File: src/hdl/cing_pkg.sv
// shared types, constants and slot decoding for the cell id neighbour generator
package cing_pkg;

  localparam int ID_W     = 64;
  localparam int BOUND_W  = 16;
  localparam int VAL_W    = BOUND_W + 1;
  localparam int NFIELD   = 3;
  localparam int NSLOT    = 26;
  localparam int SLOT_W   = 5;
  localparam int AXIS_SLOTS   = 6;
  localparam int TRIPLE_SLOTS = 8;
  localparam int CFG_IDX_W  = 4;
  localparam int CFG_DATA_W = 16;
  localparam int MODE_W     = 6;

  // configuration register indexes
  localparam logic [CFG_IDX_W-1:0] REG_F0_LOW  = 4'd0;
  localparam logic [CFG_IDX_W-1:0] REG_F0_HIGH = 4'd1;
  localparam logic [CFG_IDX_W-1:0] REG_F1_LOW  = 4'd2;
  localparam logic [CFG_IDX_W-1:0] REG_F1_HIGH = 4'd3;
  localparam logic [CFG_IDX_W-1:0] REG_F2_LOW  = 4'd4;
  localparam logic [CFG_IDX_W-1:0] REG_F2_HIGH = 4'd5;
  localparam logic [CFG_IDX_W-1:0] REG_MODE    = 4'd6;
  localparam logic [CFG_IDX_W-1:0] REG_DIAG    = 4'd7;

  localparam logic signed [BOUND_W-1:0] LOW_RESET  = 16'sh0000;
  localparam logic signed [BOUND_W-1:0] HIGH_RESET = 16'sh7FFF;

  typedef enum logic [1:0] {
    ST_VALID = 2'd0,
    ST_NONE  = 2'd1,
    ST_OOB   = 2'd2
  } status_t;

  // which fields a candidate slot steps, and in which direction (1 = plus)
  typedef struct packed {
    logic [NFIELD-1:0] used;
    logic [NFIELD-1:0] dir;
  } slot_t;

  // control part of a request handed from the decode stage to the emitter
  typedef struct packed {
    logic             oob;
    logic [NSLOT-1:0] mask;
  } work_ctl_t;

  // slot order: axis steps, then three-field patterns, then field pairs
  function automatic slot_t slot_map(input logic [SLOT_W-1:0] s);
    slot_t            r;
    logic [SLOT_W-1:0] t;
    r = '0;
    t = '0;
    if (s < SLOT_W'(AXIS_SLOTS)) begin
      r.used = NFIELD'(1) << s[SLOT_W-1:1];
      r.dir  = s[0] ? r.used : '0;
    end else if (s < SLOT_W'(AXIS_SLOTS + TRIPLE_SLOTS)) begin
      t      = s - SLOT_W'(AXIS_SLOTS);
      r.used = '1;
      r.dir  = {t[0], t[1], t[2]};
    end else begin
      t = s - SLOT_W'(AXIS_SLOTS + TRIPLE_SLOTS);
      unique case (t[3:2])
        2'd0: begin
          r.used = 3'b011;
          r.dir  = {1'b0, t[0], t[1]};
        end
        2'd1: begin
          r.used = 3'b101;
          r.dir  = {t[0], 1'b0, t[1]};
        end
        2'd2: begin
          r.used = 3'b110;
          r.dir  = {t[0], t[1], 1'b0};
        end
        default: begin
          r.used = '0;
          r.dir  = '0;
        end
      endcase
    end
    return r;
  endfunction

endpackage

File: src/hdl/cing_if.sv
// request channels of the cell id neighbour generator
interface cing_in_if import cing_pkg::*; ();
  logic            valid;
  logic            ready;
  logic [ID_W-1:0] cell_id;
  modport source(output valid, output cell_id, input ready);
  modport sink(input valid, input cell_id, output ready);
endinterface

interface cing_out_if import cing_pkg::*; ();
  logic            valid;
  logic            ready;
  logic [ID_W-1:0] neighbour_id;
  status_t         status;
  logic            last;
  modport source(output valid, output neighbour_id, output status, output last, input ready);
  modport sink(input valid, input neighbour_id, input status, input last, output ready);
endinterface

interface cing_cfg_if import cing_pkg::*; ();
  logic                  valid;
  logic                  ready;
  logic [CFG_IDX_W-1:0]  index;
  logic [CFG_DATA_W-1:0] data;
  modport source(output valid, output index, output data, input ready);
  modport sink(input valid, input index, input data, output ready);
endinterface

File: src/hdl/cing_field_step.sv
// bounds check and -1/+1 step of one index field
module cing_field_step import cing_pkg::*; #(
  parameter int FW = 16
) (
  input  logic [FW-1:0]             raw,
  input  logic                      is_signed,
  input  logic                      cyclic,
  input  logic signed [BOUND_W-1:0] low,
  input  logic signed [BOUND_W-1:0] high,
  output logic                      oob,
  output logic                      ok_m,
  output logic                      ok_p,
  output logic [FW-1:0]             val_m,
  output logic [FW-1:0]             val_p
);

  logic signed [VAL_W-1:0] v;
  logic signed [VAL_W-1:0] low_x;
  logic signed [VAL_W-1:0] high_x;
  logic signed [VAL_W-1:0] v_dec;
  logic signed [VAL_W-1:0] v_inc;

  // field value widened, signed or unsigned as configured
  assign v      = {{(VAL_W-FW){is_signed & raw[FW-1]}}, raw};
  assign low_x  = {low[BOUND_W-1], low};
  assign high_x = {high[BOUND_W-1], high};
  assign v_dec  = v - VAL_W'(1);
  assign v_inc  = v + VAL_W'(1);

  assign oob = (v < low_x) || (v > high_x);

  // cyclic fields wrap at the bounds, others stop there
  assign ok_m  = cyclic || (v > low_x);
  assign ok_p  = cyclic || (v < high_x);
  assign val_m = (cyclic && (v == low_x))  ? high[FW-1:0] : v_dec[FW-1:0];
  assign val_p = (cyclic && (v == high_x)) ? low[FW-1:0]  : v_inc[FW-1:0];

endmodule

File: src/hdl/cing_emitter.sv
// work register walking the candidate mask, and the result register
module cing_emitter import cing_pkg::*; #(
  parameter int FW         = 16,
  parameter int FIELD0_LSB = 0,
  parameter int FIELD1_LSB = 16,
  parameter int FIELD2_LSB = 32
) (
  input  logic              clk,
  input  logic              rst_n,
  input  logic              load_valid,
  output logic              load_ready,
  input  work_ctl_t         load_ctl,
  input  logic [ID_W-1:0]   load_id,
  input  logic [FW-1:0]     load_minus [NFIELD],
  input  logic [FW-1:0]     load_plus  [NFIELD],
  cing_out_if.source        out_chan
);

  localparam int LSB_OF [NFIELD] = '{FIELD0_LSB, FIELD1_LSB, FIELD2_LSB};

  logic             work_vld_r;
  logic             oob_r;
  logic [NSLOT-1:0] mask_r;
  logic [ID_W-1:0]  id_r;
  logic [FW-1:0]    minus_r [NFIELD];
  logic [FW-1:0]    plus_r  [NFIELD];

  logic             out_vld_r;
  logic [ID_W-1:0]  out_id_r;
  status_t          out_st_r;
  logic             out_last_r;

  logic             emit;
  logic             special;
  logic             done;
  logic [NSLOT-1:0] low_bit;
  logic [NSLOT-1:0] rest;
  logic [SLOT_W-1:0] sel;
  slot_t            sd;
  logic [ID_W-1:0]  nid;
  logic [ID_W-1:0]  res_id;
  status_t          res_st;

  // lowest pending candidate
  always_comb begin
    sel = '0;
    for (int i = NSLOT - 1; i >= 0; i--) begin
      if (mask_r[i]) begin
        sel = SLOT_W'(i);
      end
    end
  end

  assign low_bit = mask_r & (~mask_r + NSLOT'(1));
  assign rest    = mask_r & ~low_bit;
  assign special = oob_r || (mask_r == '0);
  assign done    = special || (rest == '0);
  assign emit    = work_vld_r && (!out_vld_r || out_chan.ready);
  assign load_ready = !work_vld_r || (emit && done);

  // neighbour id: stepped fields written in order, later ones win
  always_comb begin
    sd  = slot_map(sel);
    nid = id_r;
    for (int f = 0; f < NFIELD; f++) begin
      if (sd.used[f]) begin
        nid[LSB_OF[f] +: FW] = sd.dir[f] ? plus_r[f] : minus_r[f];
      end
    end
  end

  // result selection for the special cases
  always_comb begin
    priority if (oob_r) begin
      res_id = id_r;
      res_st = ST_OOB;
    end else if (mask_r == '0) begin
      res_id = '0;
      res_st = ST_NONE;
    end else begin
      res_id = nid;
      res_st = ST_VALID;
    end
  end

  // work register
  always_ff @(posedge clk) begin
    if (!rst_n) begin
      work_vld_r <= 1'b0;
    end else if (load_valid && load_ready) begin
      work_vld_r <= 1'b1;
    end else if (emit && done) begin
      work_vld_r <= 1'b0;
    end
  end

  always_ff @(posedge clk) begin
    if (load_valid && load_ready) begin
      oob_r   <= load_ctl.oob;
      mask_r  <= load_ctl.mask;
      id_r    <= load_id;
      minus_r <= load_minus;
      plus_r  <= load_plus;
    end else if (emit) begin
      mask_r <= rest;
    end
  end

  // result register
  always_ff @(posedge clk) begin
    if (!rst_n) begin
      out_vld_r <= 1'b0;
    end else if (emit) begin
      out_vld_r <= 1'b1;
    end else if (out_chan.ready) begin
      out_vld_r <= 1'b0;
    end
  end

  always_ff @(posedge clk) begin
    if (emit) begin
      out_id_r   <= res_id;
      out_st_r   <= res_st;
      out_last_r <= done;
    end
  end

  assign out_chan.valid        = out_vld_r;
  assign out_chan.neighbour_id = out_id_r;
  assign out_chan.status       = out_st_r;
  assign out_chan.last         = out_last_r;

endmodule

File: src/hdl/cell_id_neighbour_generator_top.sv
// top level of the cell id neighbour generator
//
// Takes a packed 64-bit cell id on the in_chan channel and returns the ids
// of its neighbours on out_chan, one result per cycle while out_chan is
// ready, last set on the final one. Axis steps of fields 0, 1, 2 come
// first; with diagonals enabled the three-field patterns and then the
// field pairs follow. status tells valid neighbour, no neighbour (single
// result, id 0) or field outside bounds (single result, input id).
// Registers are written through cfg_chan (always ready); write them only
// while no request is in flight, the block itself does not enforce this.
// A request passes the input register, the work register and the result
// register. A cell with k results (1 to 26) holds the work register until
// its last result is emitted; the output register emits one result per
// cycle while out_chan is ready. The next cell is already taken into the
// input register meanwhile, so cells follow without a gap.
// Reset (rst_n low, synchronous) empties all stages and restores bounds
// 0..32767, no wrap, unsigned fields, diagonals off.
// When the receiver stalls, the result holds on the port and work stops;
// in_chan.ready falls once the input register is full.
module cell_id_neighbour_generator_top import cing_pkg::*; #(
  parameter int FIELD_WIDTH = 16,
  parameter int FIELD0_LSB  = 0,
  parameter int FIELD1_LSB  = 16,
  parameter int FIELD2_LSB  = 32
) (
  input  logic        clk,
  input  logic        rst_n,
  cing_in_if.sink     in_chan,
  cing_out_if.source  out_chan,
  cing_cfg_if.sink    cfg_chan
);

  localparam int LSB_OF [NFIELD] = '{FIELD0_LSB, FIELD1_LSB, FIELD2_LSB};

  logic signed [BOUND_W-1:0] low_r  [NFIELD];
  logic signed [BOUND_W-1:0] high_r [NFIELD];
  logic [MODE_W-1:0]         mode_r;
  logic                      diag_r;

  logic                      in_vld_r;
  logic [ID_W-1:0]           in_id_r;

  logic                      load_ready;
  logic [NFIELD-1:0]         oob;
  logic [NFIELD-1:0]         ok_m;
  logic [NFIELD-1:0]         ok_p;
  logic [FIELD_WIDTH-1:0]    val_m [NFIELD];
  logic [FIELD_WIDTH-1:0]    val_p [NFIELD];
  logic [NSLOT-1:0]          mask;
  work_ctl_t                 ctl;

  // configuration registers
  assign cfg_chan.ready = 1'b1;

  always_ff @(posedge clk) begin
    if (!rst_n) begin
      for (int f = 0; f < NFIELD; f++) begin
        low_r[f]  <= LOW_RESET;
        high_r[f] <= HIGH_RESET;
      end
      mode_r <= '0;
      diag_r <= 1'b0;
    end else if (cfg_chan.valid) begin
      unique case (cfg_chan.index)
        REG_F0_LOW:  low_r[0]  <= cfg_chan.data;
        REG_F0_HIGH: high_r[0] <= cfg_chan.data;
        REG_F1_LOW:  low_r[1]  <= cfg_chan.data;
        REG_F1_HIGH: high_r[1] <= cfg_chan.data;
        REG_F2_LOW:  low_r[2]  <= cfg_chan.data;
        REG_F2_HIGH: high_r[2] <= cfg_chan.data;
        REG_MODE:    mode_r    <= cfg_chan.data[MODE_W-1:0];
        REG_DIAG:    diag_r    <= cfg_chan.data[0];
        default: ;
      endcase
    end
  end

  // input register
  assign in_chan.ready = !in_vld_r || load_ready;

  always_ff @(posedge clk) begin
    if (!rst_n) begin
      in_vld_r <= 1'b0;
    end else if (in_chan.valid && in_chan.ready) begin
      in_vld_r <= 1'b1;
    end else if (load_ready) begin
      in_vld_r <= 1'b0;
    end
  end

  always_ff @(posedge clk) begin
    if (in_chan.valid && in_chan.ready) begin
      in_id_r <= in_chan.cell_id;
    end
  end

  // per-field bounds check and steps
  for (genvar f = 0; f < NFIELD; f++) begin : g_field
    cing_field_step #(
      .FW(FIELD_WIDTH)
    ) u_step (
      .raw      (in_id_r[LSB_OF[f] +: FIELD_WIDTH]),
      .is_signed(mode_r[NFIELD + f]),
      .cyclic   (mode_r[f]),
      .low      (low_r[f]),
      .high     (high_r[f]),
      .oob      (oob[f]),
      .ok_m     (ok_m[f]),
      .ok_p     (ok_p[f]),
      .val_m    (val_m[f]),
      .val_p    (val_p[f])
    );
  end

  // candidate mask: slots whose fields can all step; diagonals need diag_r
  always_comb begin
    slot_t sd;
    logic  ok;
    sd   = '0;
    ok   = 1'b0;
    mask = '0;
    for (int s = 0; s < NSLOT; s++) begin
      sd = slot_map(SLOT_W'(s));
      ok = 1'b1;
      for (int f = 0; f < NFIELD; f++) begin
        if (sd.used[f]) begin
          ok = ok & (sd.dir[f] ? ok_p[f] : ok_m[f]);
        end
      end
      mask[s] = ok && (diag_r || (s < AXIS_SLOTS));
    end
  end

  assign ctl.oob  = |oob;
  assign ctl.mask = mask;

  cing_emitter #(
    .FW        (FIELD_WIDTH),
    .FIELD0_LSB(FIELD0_LSB),
    .FIELD1_LSB(FIELD1_LSB),
    .FIELD2_LSB(FIELD2_LSB)
  ) u_emit (
    .clk       (clk),
    .rst_n     (rst_n),
    .load_valid(in_vld_r),
    .load_ready(load_ready),
    .load_ctl  (ctl),
    .load_id   (in_id_r),
    .load_minus(val_m),
    .load_plus (val_p),
    .out_chan  (out_chan)
  );

endmodule
File: src/flat_wrapper.sv
// flat-port wrapper written by rule: the top's interface ports become plain ports
module cell_id_neighbour_generator_top_flat import cing_pkg::*;
#(
  parameter int FIELD_WIDTH = 16,
  parameter int FIELD0_LSB  = 0,
  parameter int FIELD1_LSB  = 16,
  parameter int FIELD2_LSB  = 32
)
  (clk, rst_n, in_chan_valid, in_chan_cell_id, in_chan_ready, out_chan_valid, out_chan_neighbour_id, out_chan_status, out_chan_last, out_chan_ready, cfg_chan_valid, cfg_chan_index, cfg_chan_data, cfg_chan_ready);
  cing_in_if in_chan_i ();
  cing_out_if out_chan_i ();
  cing_cfg_if cfg_chan_i ();
  input  logic clk;
  input  logic rst_n;
  input wire logic [$bits(in_chan_i.valid)-1:0] in_chan_valid;
  input wire logic [$bits(in_chan_i.cell_id)-1:0] in_chan_cell_id;
  output wire logic [$bits(in_chan_i.ready)-1:0] in_chan_ready;
  output wire logic [$bits(out_chan_i.valid)-1:0] out_chan_valid;
  output wire logic [$bits(out_chan_i.neighbour_id)-1:0] out_chan_neighbour_id;
  output wire logic [$bits(out_chan_i.status)-1:0] out_chan_status;
  output wire logic [$bits(out_chan_i.last)-1:0] out_chan_last;
  input wire logic [$bits(out_chan_i.ready)-1:0] out_chan_ready;
  input wire logic [$bits(cfg_chan_i.valid)-1:0] cfg_chan_valid;
  input wire logic [$bits(cfg_chan_i.index)-1:0] cfg_chan_index;
  input wire logic [$bits(cfg_chan_i.data)-1:0] cfg_chan_data;
  output wire logic [$bits(cfg_chan_i.ready)-1:0] cfg_chan_ready;
  assign in_chan_i.valid = in_chan_valid;
  assign in_chan_i.cell_id = in_chan_cell_id;
  assign in_chan_ready = in_chan_i.ready;
  assign out_chan_valid = out_chan_i.valid;
  assign out_chan_neighbour_id = out_chan_i.neighbour_id;
  assign out_chan_status = out_chan_i.status;
  assign out_chan_last = out_chan_i.last;
  assign out_chan_i.ready = out_chan_ready;
  assign cfg_chan_i.valid = cfg_chan_valid;
  assign cfg_chan_i.index = cfg_chan_index;
  assign cfg_chan_i.data = cfg_chan_data;
  assign cfg_chan_ready = cfg_chan_i.ready;
  cell_id_neighbour_generator_top #(.FIELD_WIDTH(FIELD_WIDTH), .FIELD0_LSB(FIELD0_LSB), .FIELD1_LSB(FIELD1_LSB), .FIELD2_LSB(FIELD2_LSB)) u_core (.clk(clk), .rst_n(rst_n), .in_chan(in_chan_i), .out_chan(out_chan_i), .cfg_chan(cfg_chan_i));
endmodule
File: config.mk
export PLATFORM = sky130hd
export DESIGN_NAME = cell_id_neighbour_generator_top_flat
export DESIGN_NICKNAME = d
export VERILOG_FILES = /design/src/hdl/cing_pkg.sv /design/src/hdl/cing_if.sv /design/src/hdl/cing_field_step.sv /design/src/hdl/cing_emitter.sv /design/src/hdl/cell_id_neighbour_generator_top.sv /design/src/flat_wrapper.sv
export SDC_FILE = /design/constraint.sdc
export NUM_CORES = 1
export LEC_CHECK = 0
export ABC_CLOCK_PERIOD_IN_PS = 6300
export BUFFER_PORTS_ARGS = -buffer_cell sky130_fd_sc_hd__buf_4
export CAP_MARGIN = 5
export CELL_PAD_IN_SITES_DETAIL_PLACEMENT = 1
export CELL_PAD_IN_SITES_GLOBAL_PLACEMENT = 1
export CORE_ASPECT_RATIO = 0.75
export CORE_MARGIN = 2
export CORE_UTILIZATION = 45
export DETAILED_ROUTE_END_ITERATION = 7
export PLACE_DENSITY_LB_ADDON = 0.1
export SKIP_CTS_REPAIR_TIMING = 1
export SLEW_MARGIN = 20
export SYNTH_ARGS = -nofsm -noshare
export SYNTH_HDL_FRONTEND = slang
export SYNTH_SLANG_ARGS = --single-unit
File: constraint.sdc
create_clock -name clk -period 6.3 [get_ports clk]
set_clock_uncertainty 0.15 [all_clocks]
set_input_delay 0.63 -clock clk [delete_from_list [all_inputs] [get_ports clk]]
set_output_delay 0.63 -clock clk [all_outputs]
set_load 0.01 [all_outputs]
After elaboration in Yosys (flattened, before gate mapping)
Memory sizes are Yosys's and may differ from the RTL's.
Cells that the tools add are included.
{ "op_classes": {"magnitude_cmp": 14, "bitwise": 33, "reduce_logical": 58, "addsub": 9, "shifts": 1, "n_eq_ne": 15, "muxes": 84} }
{ "op_table": {"columns": ["op", "count"], "rows": [
  ["16-bit two-way mux", 18],
  ["5-bit two-way mux", 26],
  ["64-bit two-way mux", 2],
  ["17-bit by 16-bit equality test with 1-bit output", 6],
  ["17-bit by 16-bit greater-than comparator with 1-bit output", 6],
  ["17-bit by 16-bit less-than comparator with 1-bit output", 6],
  ["26-bit AND", 2],
  ["26-bit logical NOT", 2],
  ["26-bit two-way mux", 2],
  ["26-bit inverter", 2],
  ["16-bit by 2-bit adder with 16-bit output (second input constant)", 3],
  ["16-bit by 2-bit subtractor with 16-bit output (second input constant)", 3],
  ["1-bit two-way mux", 32],
  ["1-bit logical AND", 30],
  ["26-bit by 1-bit adder with 26-bit output (second input constant)", 1],
  ["1-bit AND", 23],
  ["6-bit one-hot mux with 3 select lines", 1],
  ["4-bit by 3-bit equality test with 1-bit output (second input constant)", 4],
  ["1-bit logical OR", 14],
  ["6-bit two-way mux", 2],
  ["4-bit by 2-bit equality test with 1-bit output (second input constant)", 2],
  ["2-bit nonzero test", 4],
  ["1-bit OR", 6],
  ["5-bit by 3-bit less-than comparator with 1-bit output (second input constant)", 1],
  ["other kinds (13)", 16]
]} }
{ "word_totals": {"elab_cells": 234, "input_bits": 89, "mem_bits_rw": 96, "reg_bits": 328, "out_inout_bits": 70, "n_memories": 2} }
{ "memory_table": {"columns": ["memory", "words", "width", "rd", "rd_clocked_by_memory_dff", "wr", "line_no", "source"], "rows": [
  ["u_core.high_r", 3, 16, 3, 0, 3, "cell_id_neighbour_generator_top.sv:36", "logic signed [BOUND_W-1:0] high_r [NFIELD];"],
  ["u_core.low_r", 3, 16, 3, 0, 3, "cell_id_neighbour_generator_top.sv:35", "logic signed [BOUND_W-1:0] low_r [NFIELD];"]
]} }

Logic depth before layout (Yosys ltp)
{ "depth": {"word_depth": 35, "mapped_depth": 14, "mapped_depth_nobuf": 13} }

Cells and area by module
Synthesis repeated with hierarchy kept, for this count alone.
{ "hier_totals": {"hier_cells": 1739, "hier_area_um2": 21388.0} }
{ "by_module_without_submodules": {"columns": ["module", "cells_each", "seq_area_each_um2", "area_each_um2", "instances"], "rows": [
  ["cing_emitter", 654, 7667.4, 10491.3, 1],
  ["cell_id_neighbour_generator_top", 272, 4964.8, 5615.4, 1],
  ["cing_field_step", 271, 0.0, 1760.4, 3]
]} }

Worst setup path after synthesis
OpenSTA, ideal clock, no wires.
{ "synth_timing": {"path_type": "reg2reg", "from": "register u_core.u_emit.mask_r[0]", "to": "register u_core.in_id_r[0] (enable)", "t_arrival_ns": 5.180, "path_stages_with_launch": 9, "setup_time_ns": 0.493, "path_buffers": 0, "period_less_slack_ns": 5.823, "path_slack_ns": 0.477, "required_time_ns": 5.657, "cell_sequence": "edfxtp_1 or2_4 or3_4 o21ai_0 nand3_1 or4_1 o31ai_1 a211oi_1 nor2b_1"} }
{ "synth_via": {"elab_chain_len": 11} }
{ "synth_rtl": {"columns": ["item", "line_no", "source"], "rows": [
  ["start: declaration", "cing_emitter.sv:23", "logic [NSLOT-1:0] mask_r;"],
  ["start signal: assignment", "cing_emitter.sv:100", "mask_r <= load_ctl.mask;"],
  ["start signal: assignment", "cing_emitter.sv:105", "mask_r <= rest;"],
  ["26-bit inverter", "cing_emitter.sv:54", "assign low_bit = mask_r & (~mask_r + NSLOT'(1));"],
  ["26-bit by 1-bit adder with 26-bit output", "cing_emitter.sv:54", null],
  ["26-bit AND", "cing_emitter.sv:54", null],
  ["26-bit inverter", "cing_emitter.sv:55", "assign rest = mask_r & ~low_bit;"],
  ["26-bit AND", "cing_emitter.sv:55", null],
  ["26-bit logical NOT", "cing_emitter.sv:57", "assign done = special || (rest == '0);"],
  ["1-bit logical OR *", "cing_emitter.sv:57", null],
  ["net u_core.u_emit.done", "cing_emitter.sv:35", "logic done;"],
  ["1-bit logical AND *", "cing_emitter.sv:59", "assign load_ready = !work_vld_r || (emit && done);"],
  ["1-bit logical OR *", "cing_emitter.sv:59", null],
  ["1-bit logical OR *", "cell_id_neighbour_generator_top.sv:79", "assign in_chan.ready = !in_vld_r || load_ready;"],
  ["1-bit logical AND *", "cell_id_neighbour_generator_top.sv:92", "if (in_chan.valid && in_chan.ready) begin"],
  ["end signal: assignment", "cell_id_neighbour_generator_top.sv:93", "in_id_r <= in_chan.cell_id;"],
  ["end: declaration", "cell_id_neighbour_generator_top.sv:41", "logic [ID_W-1:0] in_id_r;"]
]} }
The timed path passes the listed nets; every way through them passes the cells marked *.
A chain may end at the register's enable or synchronous reset.

Final worst setup path
{ "layout_timing": {"from": "register u_core.u_emit.mask_r[1]", "to": "register u_core.u_emit.plus_r[28] (netlist name) (enable)"} }
{ "layout_via": {"elab_chain_len": 10} }
{ "layout_rtl": {"columns": ["item", "line_no", "source"], "rows": [
  ["26-bit inverter", "cing_emitter.sv:54", null],
  ["26-bit by 1-bit adder with 26-bit output", "cing_emitter.sv:54", null],
  ["26-bit AND", "cing_emitter.sv:54", null],
  ["26-bit inverter", "cing_emitter.sv:55", null],
  ["26-bit AND", "cing_emitter.sv:55", null],
  ["26-bit logical NOT", "cing_emitter.sv:57", null],
  ["1-bit logical OR *", "cing_emitter.sv:57", null],
  ["1-bit logical AND *", "cing_emitter.sv:59", null],
  ["1-bit logical OR *", "cing_emitter.sv:59", null],
  ["1-bit logical AND *", "cing_emitter.sv:98", "if (load_valid && load_ready) begin"],
  ["end signal: assignment", "cing_emitter.sv:103", "plus_r <= load_plus;"],
  ["end: declaration", "cing_emitter.sv:26", "logic [FW-1:0] plus_r [NFIELD];"]
]} }
Every way passes the cells marked *; elsewhere a longest branch is shown, timed or not.

==> run metrics <==
run status=finished, final reports clean; data required time of the worst path=6360 ps; count of flip-flops with a built-in enable after synthesis=414; gr usage total=24.4%; number of inserted filler cells in the final layout=4778; Buf+Inv Stages, Crit Path=1; Min Clock Period, post-route=4930 ps; post-synthesis simple-gate area fraction=13.0%; relative slew slack=24.1%; Achievable Freq=203 MHz; clock tree from TritonCTS=built; number of iterations in the first detailed-routing pass=5; kind of path behind the tightest hold check=primary input to flip-flop; critical setup path kind=flip-flop to flip-flop; sequential share of the synthesized area=60.2%; largest driver fanout on the critical path=75; sum of routed wire length over all layers=58500 um; number of synthesized register bits=424; synthesized instance count=1754; period utilisation layout=78.3%; Layout area overhead=15.3%; count of antenna diodes in the layout=0; most instantiated flip-flop cell in the synthesis netlist=sky130_fd_sc_hd__edfxtp_1; vias in the first global route=14900; Worst Setup Start Kind=flip-flop; fraction of registers with async set/reset=0%; P_leak=9.20 nW; cell class contributing the biggest share of worst-path delay=simple AND/OR/NAND/NOR gates; Slowest Stage Delay on Critical Path=680 ps; library cell with the largest summed area after synthesis=sky130_fd_sc_hd__edfxtp_1; cell mode on critical path=sky130_fd_sc_hd__or4_4; count of vias placed by the detailed router=14500; Slowest cell on crit path=sky130_fd_sc_hd__or4_4; Mapped Nets=1946; io pins=159; Worst Setup Slack post-DPL=1380 ps; number of placement rows=68; pin slew with the least headroom to its limit=1120 ps; maximum number of pins on one net before global-route repair=76; cell at the root of the clock tree=sky130_fd_sc_hd__clkbuf_16; total overflow reported by the global router=0; post-synthesis average cell area=12.0 um2; capturing element type of the critical path=flip-flop; final critical-path setup slack=1370 ps; Die Footprint=48400 um2; routed vias/inst=5.65; Hold Worst Slack=75.6 ps; Sum Neg Setup Slack=0 ps; clock transition at the register clock pins on the worst setup and hold paths after CTS=60 ps; worst voltage drop across the vdd grid=180 uV; global placer's final weighted congestion=0.889; number of H-tree branching levels=2; fraction of synthesized cell area taken by the top area cell type=59.2%; # DRC=0; crit path DAT=4990 ps; number of I/O port buffers=157; fraction of the mapped netlist area in adder cells=6.24%; Syn. warnings=0; number of distinct library cells after synthesis=76; Initial DRC Count=1019; top cells by area, synth=sky130_fd_sc_hd__edfxtp_1 (59%), sky130_fd_sc_hd__ha_1 (6.1%), sky130_fd_sc_hd__mux2i_1 (2.8%); final routed wire length divided by cell count=22.8 um; total count of max-transition violations in the final report=0; MaxCap Viol Count=0; ordered list of cells on the worst path=nor4_4 > nand4_1 > or4_4 > o21ai_0 > a21oi_1 > or4_4 > nand2_8 > buf_4; height of the die=191 um; unrepaired setup endpoints after global routing=false; total clock buffers created by CTS=44; number of antenna violations at the first check in global routing=7; maximum buffer depth of the clock tree=3; Cell Area, Synth=21000 um2; # clock sinks=424; standard cell core area=46000 um2; main combinational cell family by area after synthesis=simple AND/OR/NAND/NOR gates; pwr/cell area=283 nW/um2; share of layout cells above drive strength 1=14.0%; total number of nets in the final design=2095; chip width=253 um; Initial Util=45.6%; first-pass GRT wire length=88900 um; area share of xor/xnor cells in the synthesized design=3.80%; final-report hold violation count=0; Routed Antenna Nets=0; Skew-Pair Late Insertion Delay=580 ps; Detailed Place HPWL=42500 um; final setup fails=0; Layout Utilization=52.5%; mux cell area share after synthesis=2.87%; area fraction in compound gates after synthesis=10.1%
state kept, by name, indices dropped and copies added (netlist names), 2 cells and up:
register	flops
u_core.high_r	48
u_core.in_id_r	64
u_core.low_r	48
u_core.mode_r	6
u_core.u_emit.id_r	64
u_core.u_emit.mask_r	26
u_core.u_emit.minus_r	48
u_core.u_emit.out_chan.neighbour_id	64
u_core.u_emit.out_chan.status	2
u_core.u_emit.plus_r	48
final cells by class:
class / count / area [um2] / area share [%]
clock buffers: 63 / 1220 / 5.06
well taps: 630 / 788 / 3.26
repair buffers: 172 / 1290 / 5.34
clock inverters: 19 / 168 / 0.693
multi-input cells: 1139 / 7630 / 31.5
inverters: 122 / 458 / 1.89
flip-flops and latches: 424 / 12600 / 52.2
through the flow:
step	cell area [um2]	total power, mW	std cells
3_3_place_gp	22800	4.30	2487
2_1_floorplan	21000	4.02	1754
3_5_place_dp	22800	4.34	2487
5_1_grt	24200	7.10	2569
4_1_cts	24200	6.89	2569
6_report	24200	6.84	2569
logic make-up (layout without fill, tap and decap cells):
| group | Yosys count | after routing |
|---|---|---|
| AOI/OAI and AO/OA | 336 | 336 |
| xor gates and xnor gates | 91 | 91 |
| adders and majority gates | 105 | 105 |
| buffers and inverters | 191 | 376 |
| DFF | 424 | 424 |
| muxes | 60 | 60 |
| other | 1 | 1 |
| and+or+nand+nor | 546 | 546 |
cells in the final DEF, fill, tap and decap left out, types with 4 or more instances in the layout:
master,synthesis,routed
sky130_fd_sc_hd__mux2i_1,59,59
sky130_fd_sc_hd__o22ai_1,6,6
sky130_fd_sc_hd__a211o_1,5,4
sky130_fd_sc_hd__or2_2,6,6
sky130_fd_sc_hd__o211ai_1,18,18
sky130_fd_sc_hd__a21oi_1,108,108
sky130_fd_sc_hd__a211oi_1,12,12
sky130_fd_sc_hd__nor4_1,11,10
sky130_fd_sc_hd__nor2b_1,31,30
sky130_fd_sc_hd__nand4_1,36,36
sky130_fd_sc_hd__edfxtp_1,414,414
sky130_fd_sc_hd__o21ai_0,68,64
sky130_fd_sc_hd__a21o_1,15,15
sky130_fd_sc_hd__nand2b_1,11,11
sky130_fd_sc_hd__clkbuf_16,0,45
sky130_fd_sc_hd__clkinv_1,1,4
sky130_fd_sc_hd__o31ai_1,13,10
sky130_fd_sc_hd__dfxtp_1,10,10
sky130_fd_sc_hd__or4_1,10,10
sky130_fd_sc_hd__o21a_1,16,16
sky130_fd_sc_hd__o221ai_1,4,4
sky130_fd_sc_hd__inv_1,121,121
sky130_fd_sc_hd__clkbuf_1,48,15
sky130_fd_sc_hd__ha_1,103,103
sky130_fd_sc_hd__xor2_1,35,35
sky130_fd_sc_hd__and2_1,19,18
sky130_fd_sc_hd__and3_1,13,13
sky130_fd_sc_hd__buf_4,3,172
sky130_fd_sc_hd__o2bb2ai_1,16,16
sky130_fd_sc_hd__or3_1,20,20
sky130_fd_sc_hd__xnor2_1,56,56
sky130_fd_sc_hd__clkinv_2,0,6
sky130_fd_sc_hd__nand3_1,76,76
sky130_fd_sc_hd__o21ai_1,17,19
sky130_fd_sc_hd__nor2_1,130,129
sky130_fd_sc_hd__nor3_1,32,32
sky130_fd_sc_hd__o41ai_1,4,4
sky130_fd_sc_hd__nand2_1,132,130
cell usage after synthesis (13+ instances only):
master,count
sky130_fd_sc_hd__nor3_1,32
sky130_fd_sc_hd__nor2b_1,31
sky130_fd_sc_hd__nand4_1,36
sky130_fd_sc_hd__and3_1,13
sky130_fd_sc_hd__o2bb2ai_1,16
sky130_fd_sc_hd__clkbuf_1,48
sky130_fd_sc_hd__xnor2_1,56
sky130_fd_sc_hd__inv_1,121
sky130_fd_sc_hd__o21ai_1,17
sky130_fd_sc_hd__mux2i_1,59
sky130_fd_sc_hd__o21ai_0,68
sky130_fd_sc_hd__edfxtp_1,414
sky130_fd_sc_hd__or3_1,20
sky130_fd_sc_hd__xor2_1,35
sky130_fd_sc_hd__a21oi_1,108
sky130_fd_sc_hd__o31ai_1,13
sky130_fd_sc_hd__ha_1,103
sky130_fd_sc_hd__nor2_1,130
sky130_fd_sc_hd__nand3_1,76
sky130_fd_sc_hd__nand2_1,132
sky130_fd_sc_hd__and2_1,19
sky130_fd_sc_hd__a21o_1,15
sky130_fd_sc_hd__o21a_1,16
sky130_fd_sc_hd__o211ai_1,18
worst register-to-register path, delay by kind of cell, from the launching register on:
| kind | cells | cell delay, ps |
|---|---|---|
| and+or+nand+nor | 5 | 2770 |
| buffers and inverters | 1 | 700 |
| AOI/OAI and AO/OA | 2 | 390 |
| DFF | 1 | 520 |
path summary, 6_finish.rpt:
kind                                                        start                                  to  slack (ps)  depth (start not counted)
worst max-delay path            u_core.u_emit.mask_r[1]$_DFFE_PP_  u_core.u_emit.plus_r[28]$_DFFE_PP_        1370                          8
worst min-delay path                          in_chan_cell_id[30]        u_core.in_id_r[30]$_DFFE_PP_          80                          1
worst max register to register  u_core.u_emit.mask_r[1]$_DFFE_PP_  u_core.u_emit.plus_r[28]$_DFFE_PP_        1370                          8
worst min register to register       u_core.in_id_r[55]$_DFFE_PP_    u_core.u_emit.id_r[55]$_DFFE_PP_         270                          0
layer usage:
layer,GRT usage (%),vias up,share of wire [%]
met5,0,-,0.039
met4,6.51,4,2.1
met3,4.36,81,5.2
met2,39.2,370,47
met1,34.2,7289,46
li1,-,6775,-
power by group:
group | internal, mW | total [mW] | switching [mW] | leakage, nW
registers | 3.32 | 3.48 | 0.155 | 4.07
clock network | 1.44 | 2.55 | 1.11 | 0.672
logic | 0.313 | 0.810 | 0.497 | 4.47
Note: power is estimated with default switching activity, not from simulation.
